<file path="config.mk">
export PLATFORM = sky130hd
export DESIGN_NAME = cobs_frame_encoder_flat
export DESIGN_NICKNAME = d
export VERILOG_FILES = /design/src/cobs_pkg.sv /design/src/cobs_req_if.sv /design/src/cobs_rsp_if.sv /design/src/cobs_csr_if.sv /design/src/cobs_ram.sv /design/src/cobs_frame_encoder.sv /design/src/flat_wrapper.sv
export SDC_FILE = /design/constraint.sdc
export NUM_CORES = 1
export LEC_CHECK = 0
export ABC_AREA = 1
export ABC_CLOCK_PERIOD_IN_PS = 7900
export BUFFER_PORTS_ARGS = -buffer_cell sky130_fd_sc_hd__clkbuf_2
export CORE_ASPECT_RATIO = 2
export CORE_MARGIN = 4
export CORE_UTILIZATION = 45
export DETAILED_ROUTE_END_ITERATION = 16
export HOLD_SLACK_MARGIN = 0.06
export PLACE_DENSITY = 0.57
export RECOVER_POWER = 25
export SLEW_MARGIN = 20
export SYNTH_ARGS = -nofsm -noshare
export SYNTH_HDL_FRONTEND = slang
export SYNTH_SLANG_ARGS = --single-unit
</file>
<file path="constraint.sdc">
create_clock -name clock -period 7.9 [get_ports clock]
set_input_delay 1.58 -clock clock [delete_from_list [all_inputs] [get_ports clock]]
set_output_delay 1.58 -clock clock [all_outputs]
set_load 0.005 [all_outputs]
</file>
<file path="src/cobs_pkg.sv">
`default_nettype none

package cobs_pkg;

   typedef logic [7:0] byte_type;

   localparam int GROUP_MAX = 61;
   localparam int ADDR_W    = $clog2(GROUP_MAX);
   localparam int LEN_W     = $clog2(GROUP_MAX + 1);

   localparam byte_type DELIM_RESET = 8'd10;

   typedef logic [ADDR_W-1:0] addr_type;
   typedef logic [LEN_W-1:0]  len_type;

   // code byte for a group of len bytes; a code equal to a nonzero delimiter becomes 0
   function automatic byte_type escaped_code(input len_type len, input byte_type delim);
      byte_type code;
      code = 8'(len) + 8'd1;
      if (delim != 8'd0 && code == delim) begin
         code = 8'd0;
      end
      return code;
   endfunction

endpackage

`default_nettype wire

</file>
<file path="src/cobs_req_if.sv">
`default_nettype none

interface cobs_req_if;
   logic               valid;
   logic               ready;
   cobs_pkg::byte_type data_byte;
   logic               frame_last;

   modport source (output valid, output data_byte, output frame_last, input ready);
   modport sink   (input valid, input data_byte, input frame_last, output ready);
endinterface

`default_nettype wire

</file>
<file path="src/cobs_rsp_if.sv">
`default_nettype none

interface cobs_rsp_if;
   logic               valid;
   logic               ready;
   cobs_pkg::byte_type out_byte;
   logic               run_last;
   logic               is_frame_end;

   modport source (output valid, output out_byte, output run_last, output is_frame_end,
                   input ready);
   modport sink   (input valid, input out_byte, input run_last, input is_frame_end,
                   output ready);
endinterface

`default_nettype wire

</file>
<file path="src/cobs_csr_if.sv">
`default_nettype none

interface cobs_csr_if;
   logic               valid;
   logic               ready;
   cobs_pkg::byte_type data;

   modport source (output valid, output data, input ready);
   modport sink   (input valid, input data, output ready);
endinterface

`default_nettype wire

</file>
<file path="src/cobs_ram.sv">
`default_nettype none

module cobs_ram #(
   parameter int WIDTH  = 8,
   parameter int DEPTH  = 64,
   parameter int ADDR_W = $clog2(DEPTH)
) (
   input  wire logic              clock,
   input  wire logic              wr_en,
   input  wire logic [ADDR_W-1:0] wr_addr,
   input  wire logic [WIDTH-1:0]  wr_data,
   input  wire logic              rd_en,
   input  wire logic [ADDR_W-1:0] rd_addr,
   output      logic [WIDTH-1:0]  rd_data
);

   logic [WIDTH-1:0] mem_ff [DEPTH];
   logic [WIDTH-1:0] rd_data_ff;

   always_ff @(posedge clock) begin
      if (wr_en) begin
         mem_ff[wr_addr] <= wr_data;
      end
      if (rd_en) begin
         rd_data_ff <= mem_ff[rd_addr];
      end
   end

   assign rd_data = rd_data_ff;

endmodule

`default_nettype wire

</file>
<file path="src/cobs_frame_encoder.sv">
// A byte that closes a group moves the encoder to its code state, which registers the code
//   byte once the output is free; the group's data bytes then follow one per cycle while
//   the output does not stall, from the group RAM's registered read port. A byte that
//   emits nothing keeps it ready; one emitting results holds the input until all are sent.
// Reset (synchronous, active high): group empty, delimiter 10, no result pending.
//   The group RAM is not cleared; only entries written in the open group are read.
`default_nettype none

module cobs_frame_encoder (
   input wire logic    clock,
   input wire logic    reset,
   cobs_req_if.sink    req_bus,
   cobs_rsp_if.source  rsp_bus,
   cobs_csr_if.sink    csr_bus
);

   localparam logic [1:0] S_IDLE  = 2'd0;
   localparam logic [1:0] S_CODE  = 2'd1;
   localparam logic [1:0] S_DATA  = 2'd2;
   localparam logic [1:0] S_DELIM = 2'd3;

   logic [1:0]           state_ff, state_in;
   cobs_pkg::len_type    count_ff, count_in;
   cobs_pkg::len_type    len_ff, len_in;
   cobs_pkg::addr_type   idx_ff, idx_in;
   logic [1:0]           grp_ff, grp_in;
   logic                 last_ff, last_in;
   cobs_pkg::byte_type   delim_ff, delim_in;

   logic                 rsp_valid_ff, rsp_valid_in;
   cobs_pkg::byte_type   out_byte_ff, out_byte_in;
   logic                 run_last_ff, run_last_in;
   logic                 frame_end_ff, frame_end_in;

   logic                 wr_en;
   logic                 rd_en;
   cobs_pkg::addr_type   rd_addr;
   cobs_pkg::byte_type   rd_data;

   logic                 out_free;
   logic                 accept;
   logic                 is_delim;
   logic                 full;
   logic                 emit1;
   logic                 group_done;
   logic                 data_end;
   cobs_pkg::len_type    count_plus;

   cobs_ram #(
      .WIDTH (8),
      .DEPTH (cobs_pkg::GROUP_MAX)
   ) u_group_ram (
      .clock   (clock),
      .wr_en   (wr_en),
      .wr_addr (count_ff[cobs_pkg::ADDR_W-1:0]),
      .wr_data (req_bus.data_byte),
      .rd_en   (rd_en),
      .rd_addr (rd_addr),
      .rd_data (rd_data)
   );

   assign req_bus.ready = (state_ff == S_IDLE);
   assign csr_bus.ready = 1'b1;
   assign accept        = req_bus.valid && (state_ff == S_IDLE);
   assign out_free      = !rsp_valid_ff || rsp_bus.ready;

   assign count_plus = count_ff + cobs_pkg::len_type'(1);
   assign is_delim   = (req_bus.data_byte == delim_ff);
   assign full       = !is_delim && (count_plus == cobs_pkg::len_type'(cobs_pkg::GROUP_MAX));
   assign emit1      = is_delim || full;
   assign data_end   = (cobs_pkg::len_type'(idx_ff) + cobs_pkg::len_type'(1)) == len_ff;

   always_comb begin
      state_in     = state_ff;
      count_in     = count_ff;
      len_in       = len_ff;
      idx_in       = idx_ff;
      grp_in       = grp_ff;
      last_in      = last_ff;
      delim_in     = delim_ff;
      rsp_valid_in = rsp_valid_ff && !rsp_bus.ready;
      out_byte_in  = out_byte_ff;
      run_last_in  = run_last_ff;
      frame_end_in = frame_end_ff;
      wr_en        = 1'b0;
      rd_en        = 1'b0;
      rd_addr      = idx_ff;
      group_done   = 1'b0;

      if (csr_bus.valid) begin
         delim_in = csr_bus.data;
      end

      unique case (state_ff)
         S_IDLE: begin
            if (accept) begin
               wr_en    = !is_delim;
               len_in   = is_delim ? count_ff : count_plus;
               // groups to send: the closed one, and the final one on the frame's last byte
               grp_in   = {emit1 && req_bus.frame_last, emit1 ^ req_bus.frame_last};
               last_in  = req_bus.frame_last;
               idx_in   = '0;
               if (emit1 || req_bus.frame_last) begin
                  count_in = '0;
                  state_in = S_CODE;
               end else begin
                  count_in = count_plus;
               end
            end
         end
         S_CODE: begin
            if (out_free) begin
               rsp_valid_in = 1'b1;
               out_byte_in  = cobs_pkg::escaped_code(len_ff, delim_ff);
               run_last_in  = (len_ff == '0) && (grp_ff == 2'd1) && !last_ff;
               frame_end_in = 1'b0;
               if (len_ff != '0) begin
                  rd_en    = 1'b1;
                  rd_addr  = '0;
                  idx_in   = '0;
                  state_in = S_DATA;
               end else begin
                  group_done = 1'b1;
               end
            end
         end
         S_DATA: begin
            if (out_free) begin
               rsp_valid_in = 1'b1;
               out_byte_in  = rd_data;
               run_last_in  = data_end && (grp_ff == 2'd1) && !last_ff;
               frame_end_in = 1'b0;
               if (!data_end) begin
                  rd_en   = 1'b1;
                  rd_addr = idx_ff + cobs_pkg::addr_type'(1);
                  idx_in  = idx_ff + cobs_pkg::addr_type'(1);
               end else begin
                  group_done = 1'b1;
               end
            end
         end
         S_DELIM: begin
            if (out_free) begin
               rsp_valid_in = 1'b1;
               out_byte_in  = delim_ff;
               run_last_in  = 1'b1;
               frame_end_in = 1'b1;
               state_in     = S_IDLE;
            end
         end
      endcase

      if (group_done) begin
         grp_in = grp_ff - 2'd1;
         priority if (grp_ff == 2'd2) begin
            // final group after a closed one is always empty
            len_in   = '0;
            state_in = S_CODE;
         end else if (last_ff) begin
            state_in = S_DELIM;
         end else begin
            state_in = S_IDLE;
         end
      end
   end

   always_ff @(posedge clock) begin
      if (reset) begin
         state_ff     <= S_IDLE;
         count_ff     <= '0;
         grp_ff       <= '0;
         last_ff      <= 1'b0;
         delim_ff     <= cobs_pkg::DELIM_RESET;
         rsp_valid_ff <= 1'b0;
      end else begin
         state_ff     <= state_in;
         count_ff     <= count_in;
         grp_ff       <= grp_in;
         last_ff      <= last_in;
         delim_ff     <= delim_in;
         rsp_valid_ff <= rsp_valid_in;
      end
      len_ff       <= len_in;
      idx_ff       <= idx_in;
      out_byte_ff  <= out_byte_in;
      run_last_ff  <= run_last_in;
      frame_end_ff <= frame_end_in;
   end

   assign rsp_bus.valid        = rsp_valid_ff;
   assign rsp_bus.out_byte     = out_byte_ff;
   assign rsp_bus.run_last     = run_last_ff;
   assign rsp_bus.is_frame_end = frame_end_ff;

endmodule

`default_nettype wire
</file>
<file path="src/flat_wrapper.sv">
// flat-port wrapper written by rule: the top's interface ports become plain ports
module cobs_frame_encoder_flat 
  (clock, reset, req_bus_valid, req_bus_data_byte, req_bus_frame_last, req_bus_ready, rsp_bus_valid, rsp_bus_out_byte, rsp_bus_run_last, rsp_bus_is_frame_end, rsp_bus_ready, csr_bus_valid, csr_bus_data, csr_bus_ready);
  cobs_req_if req_bus_i ();
  cobs_rsp_if rsp_bus_i ();
  cobs_csr_if csr_bus_i ();
  input wire logic clock;
  input wire logic reset;
  input wire logic [$bits(req_bus_i.valid)-1:0] req_bus_valid;
  input wire logic [$bits(req_bus_i.data_byte)-1:0] req_bus_data_byte;
  input wire logic [$bits(req_bus_i.frame_last)-1:0] req_bus_frame_last;
  output wire logic [$bits(req_bus_i.ready)-1:0] req_bus_ready;
  output wire logic [$bits(rsp_bus_i.valid)-1:0] rsp_bus_valid;
  output wire logic [$bits(rsp_bus_i.out_byte)-1:0] rsp_bus_out_byte;
  output wire logic [$bits(rsp_bus_i.run_last)-1:0] rsp_bus_run_last;
  output wire logic [$bits(rsp_bus_i.is_frame_end)-1:0] rsp_bus_is_frame_end;
  input wire logic [$bits(rsp_bus_i.ready)-1:0] rsp_bus_ready;
  input wire logic [$bits(csr_bus_i.valid)-1:0] csr_bus_valid;
  input wire logic [$bits(csr_bus_i.data)-1:0] csr_bus_data;
  output wire logic [$bits(csr_bus_i.ready)-1:0] csr_bus_ready;
  assign req_bus_i.valid = req_bus_valid;
  assign req_bus_i.data_byte = req_bus_data_byte;
  assign req_bus_i.frame_last = req_bus_frame_last;
  assign req_bus_ready = req_bus_i.ready;
  assign rsp_bus_valid = rsp_bus_i.valid;
  assign rsp_bus_out_byte = rsp_bus_i.out_byte;
  assign rsp_bus_run_last = rsp_bus_i.run_last;
  assign rsp_bus_is_frame_end = rsp_bus_i.is_frame_end;
  assign rsp_bus_i.ready = rsp_bus_ready;
  assign csr_bus_i.valid = csr_bus_valid;
  assign csr_bus_i.data = csr_bus_data;
  assign csr_bus_ready = csr_bus_i.ready;
  cobs_frame_encoder u_core (.clock(clock), .reset(reset), .req_bus(req_bus_i), .rsp_bus(rsp_bus_i), .csr_bus(csr_bus_i));
endmodule
</file>
==> results.json <==
{
  "outcome": "finished with violations",
  "violations": "max-capacitance violations, max-slew violations",
  "synth-seq-cells": 538,
  "layout.nets": 2461,
  "synth_edf_count": 512,
  "num_rows": 121,
  "grt_max_degree": 153,
  "hpwl_um": 44900,
  "start_util": 0.456,
  "die_width_um": 174,
  "yosys_warnings": 0,
  "final_common_cell": "nand3_1",
  "syn_area_um2": 24800,
  "synth.top_cell.area_share": 0.619,
  "slew_viol_final": 302,
  "tritoncts.num_buffers": 47,
  "drive_above_1_share": 0.0545,
  "layout-area-overhead-vs-synth_pct": 8.25,
  "grt_pass1_vias": 17305,
  "wl_per_cell_um": 23.0,
  "relSlewSlack": -1.47,
  "vdd_drop_max_mv": 0.451,
  "ant_nets": 0,
  "multi_input_area_um2": 6580,
  "power.leakage_nw": 10.9,
  "p_per_area_nw_per_um2": 394,
  "regArea_um2": 15900,
  "route.detailed.drc": 0,
  "viasPerCell": 5.56,
  "grt_util_all_layers": 0.239,
  "synth-seq-area-share": 0.640,
  "min_path_type": "reg -> reg",
  "initialDrtViolationCount": 1520,
  "mostFrequentLayoutCells": "nand3_1 (557), edfxtp_1 (512), inv_1 (448)",
  "skew_ns": 0.0143,
  "synth_ff_type": "edfxtp_1",
  "dr.pass1.iters": 5,
  "critPathLaunchType": "input pin",
  "rsz0062_at_grt": "false",
  "end_kind": "flip-flop",
  "timing.setup.tns_ns": 0,
  "worstPathRequired_ns": 8.12,
  "post_cts_resized": 0,
  "drv_cap": 6,
  "min_period_over_period": 0.720,
  "crit_fanout": 25,
  "grtUsageMet3": 0.0271,
  "grt_antenna_before_repair": 0,
  "postCtsSetupRepairBufs": 0,
  "syn_inst": 2446,
  "fmax_mhz": 176,
  "worstSetupPathType": "in -> reg",
  "die_h_um": 340,
  "grt_pass1_wl_um": 107000,
  "coreArea_um2": 54500,
  "htreeDepth": 2,
  "fill_cells": 4962,
  "synth.distinct_cells": 40,
  "async_flop_share": 0,
  "min_period_ns": 5.69,
  "clkTransAtPathRegs_ns": 0.07,
  "hold_violations": 0,
  "setup_viol": 0,
  "total_power_mw": 10.6,
  "postRouteWirelength_um": 72100,
  "diodes": 0,
  "met1_usage": 0.266,
  "avgSynthCellArea_um2": 10.2,
  "gr-usage-met2": 0.435,
  "grt_overflow": 0,
  "synth_area_leaders": "edfxtp_1 (62%), nand3_1 (11%), inv_1 (6.8%)",
  "syn-num-nets": 2482,
  "cts_hold_buf": 0,
  "boundaryPins": 35,
  "dieArea_um2": 59200,
  "clock_latency_ns": 0.59,
  "cts_root_buf": "clkbuf_16",
  "gp_congestion": 0.924,
  "ctsLongestPathBuffers": 3,
  "synth_top_area_cell": "edfxtp_1",
  "cts_tree": "yes",
  "worstMarginPinSlew_ns": 3.71,
  "cp_data_arrival_time_ns": 5.90,
  "dr_total_vias": 17429,
  "top_usage_layer": "met2",
  "portBuffers": 33,
  "cts.sinks": 538
}
synthesized netlist by cell type (all sizes together) (2+ instances only):
| master | count |
|---|---|
| o221ai | 4 |
| nand4 | 13 |
| edfxtp | 512 |
| or2 | 4 |
| inv | 452 |
| nor2 | 88 |
| a31oi | 2 |
| buf | 95 |
| dfxtp | 26 |
| nand2 | 444 |
| o21ai | 38 |
| o211ai | 8 |
| o22ai | 2 |
| nand3b | 91 |
| ha | 14 |
| xor2 | 16 |
| nand3 | 562 |
| a21oi | 25 |
| clkinv | 2 |
| clkbuf | 32 |
| nor4 | 3 |
| a211oi | 3 |
| nor3 | 3 |
layer usage:
metal  share of wire  vias to the layer above
met2            0.52                      641
met5               0                        -
met4           0.068                        0
met1            0.36                     8475
li1                -                     8106
met3           0.052                      207
final cells by class:
type | count | area share
Timing Repair Buffer | 57 | 0.0121
Clock inverter | 21 | 0.00987
Inverter | 454 | 0.0634
Tap cell | 676 | 0.0315
Multi-Input combinational cell | 1327 | 0.245
Clock buffer | 62 | 0.0474
Sequential cell | 538 | 0.591
cells by family after synthesis:
kind of cell    count (synthesis)  share of synthesized area
fa+ha+maj                      14                    0.00705
xor+xnor                       16                    0.00564
buf+inv                       581                     0.0976
other cells                     1                   0.000151
flops                         538                      0.640
compound gates                 88                     0.0208
simple gates                 1208                      0.229
registers in the layout, summed over array words and instances (netlist names):
| signal | cells |
|---|---|
| u_core.delim_ff | 8 |
| u_core.rsp_bus.out_byte | 8 |
| u_core.idx_ff | 6 |
| u_core.rsp_bus.run_last | 1 |
| u_core.u_group_ram.mem_ff | 488 |
| u_core.count_ff | 6 |
| u_core.last_ff | 1 |
| u_core.u_group_ram.rd_data | 8 |
| u_core.state_ff | 2 |
| u_core.grp_ff | 2 |
| u_core.len_ff | 6 |
| u_core.rsp_bus.valid | 1 |
| u_core.rsp_bus.is_frame_end | 1 |
path summary, 6_finish.rpt:
kind,cells after the start,to,startpoint,slack (ns)
max reg2reg,21,u_core.u_group_ram.rd_data[6],u_core.idx_ff[0],2.86
max,9,u_core.u_group_ram.mem_ff[3][2],req_bus_data_byte[1],2.21
min reg2reg,2,u_core.last_ff,u_core.last_ff,0.50
min,2,u_core.last_ff,u_core.last_ff,0.50
stage by stage:
step | util | hold slack [ns] | area, um2 | std cells | worst slack [ns]
final | 0.493 | 0.496 | 26900 | 3135 | 2.21
after global routing | 0.493 | 0.512 | 26900 | 3135 | 2.03
after CTS | 0.494 | 0.492 | 26900 | 3135 | 2.91
after detailed placement | 0.466 | 0.482 | 25400 | 3052 | 2.34
after global placement | 0.466 | 0.477 | 25400 | 3052 | 2.37
after floorplan | - | 0.455 | 24800 | 2446 | 4.38
critical path, cell delays in order:
cell and delay (ns):
clkbuf_2 0.07, clkbuf_1 1.13, xor2_1 0.20, nor4_1 0.09
nand2_1 0.18, inv_1 0.13, nor2_1 0.40, nand4_1 1.00
nor2_1 1.06
where the power goes:
part,internal [mW],switching (mW)
sequential,3.30,0.114
combinational,1.29,3.52
clock,1.33,1.04
total,5.92,4.67
Power figures use the tool's default switching activity.
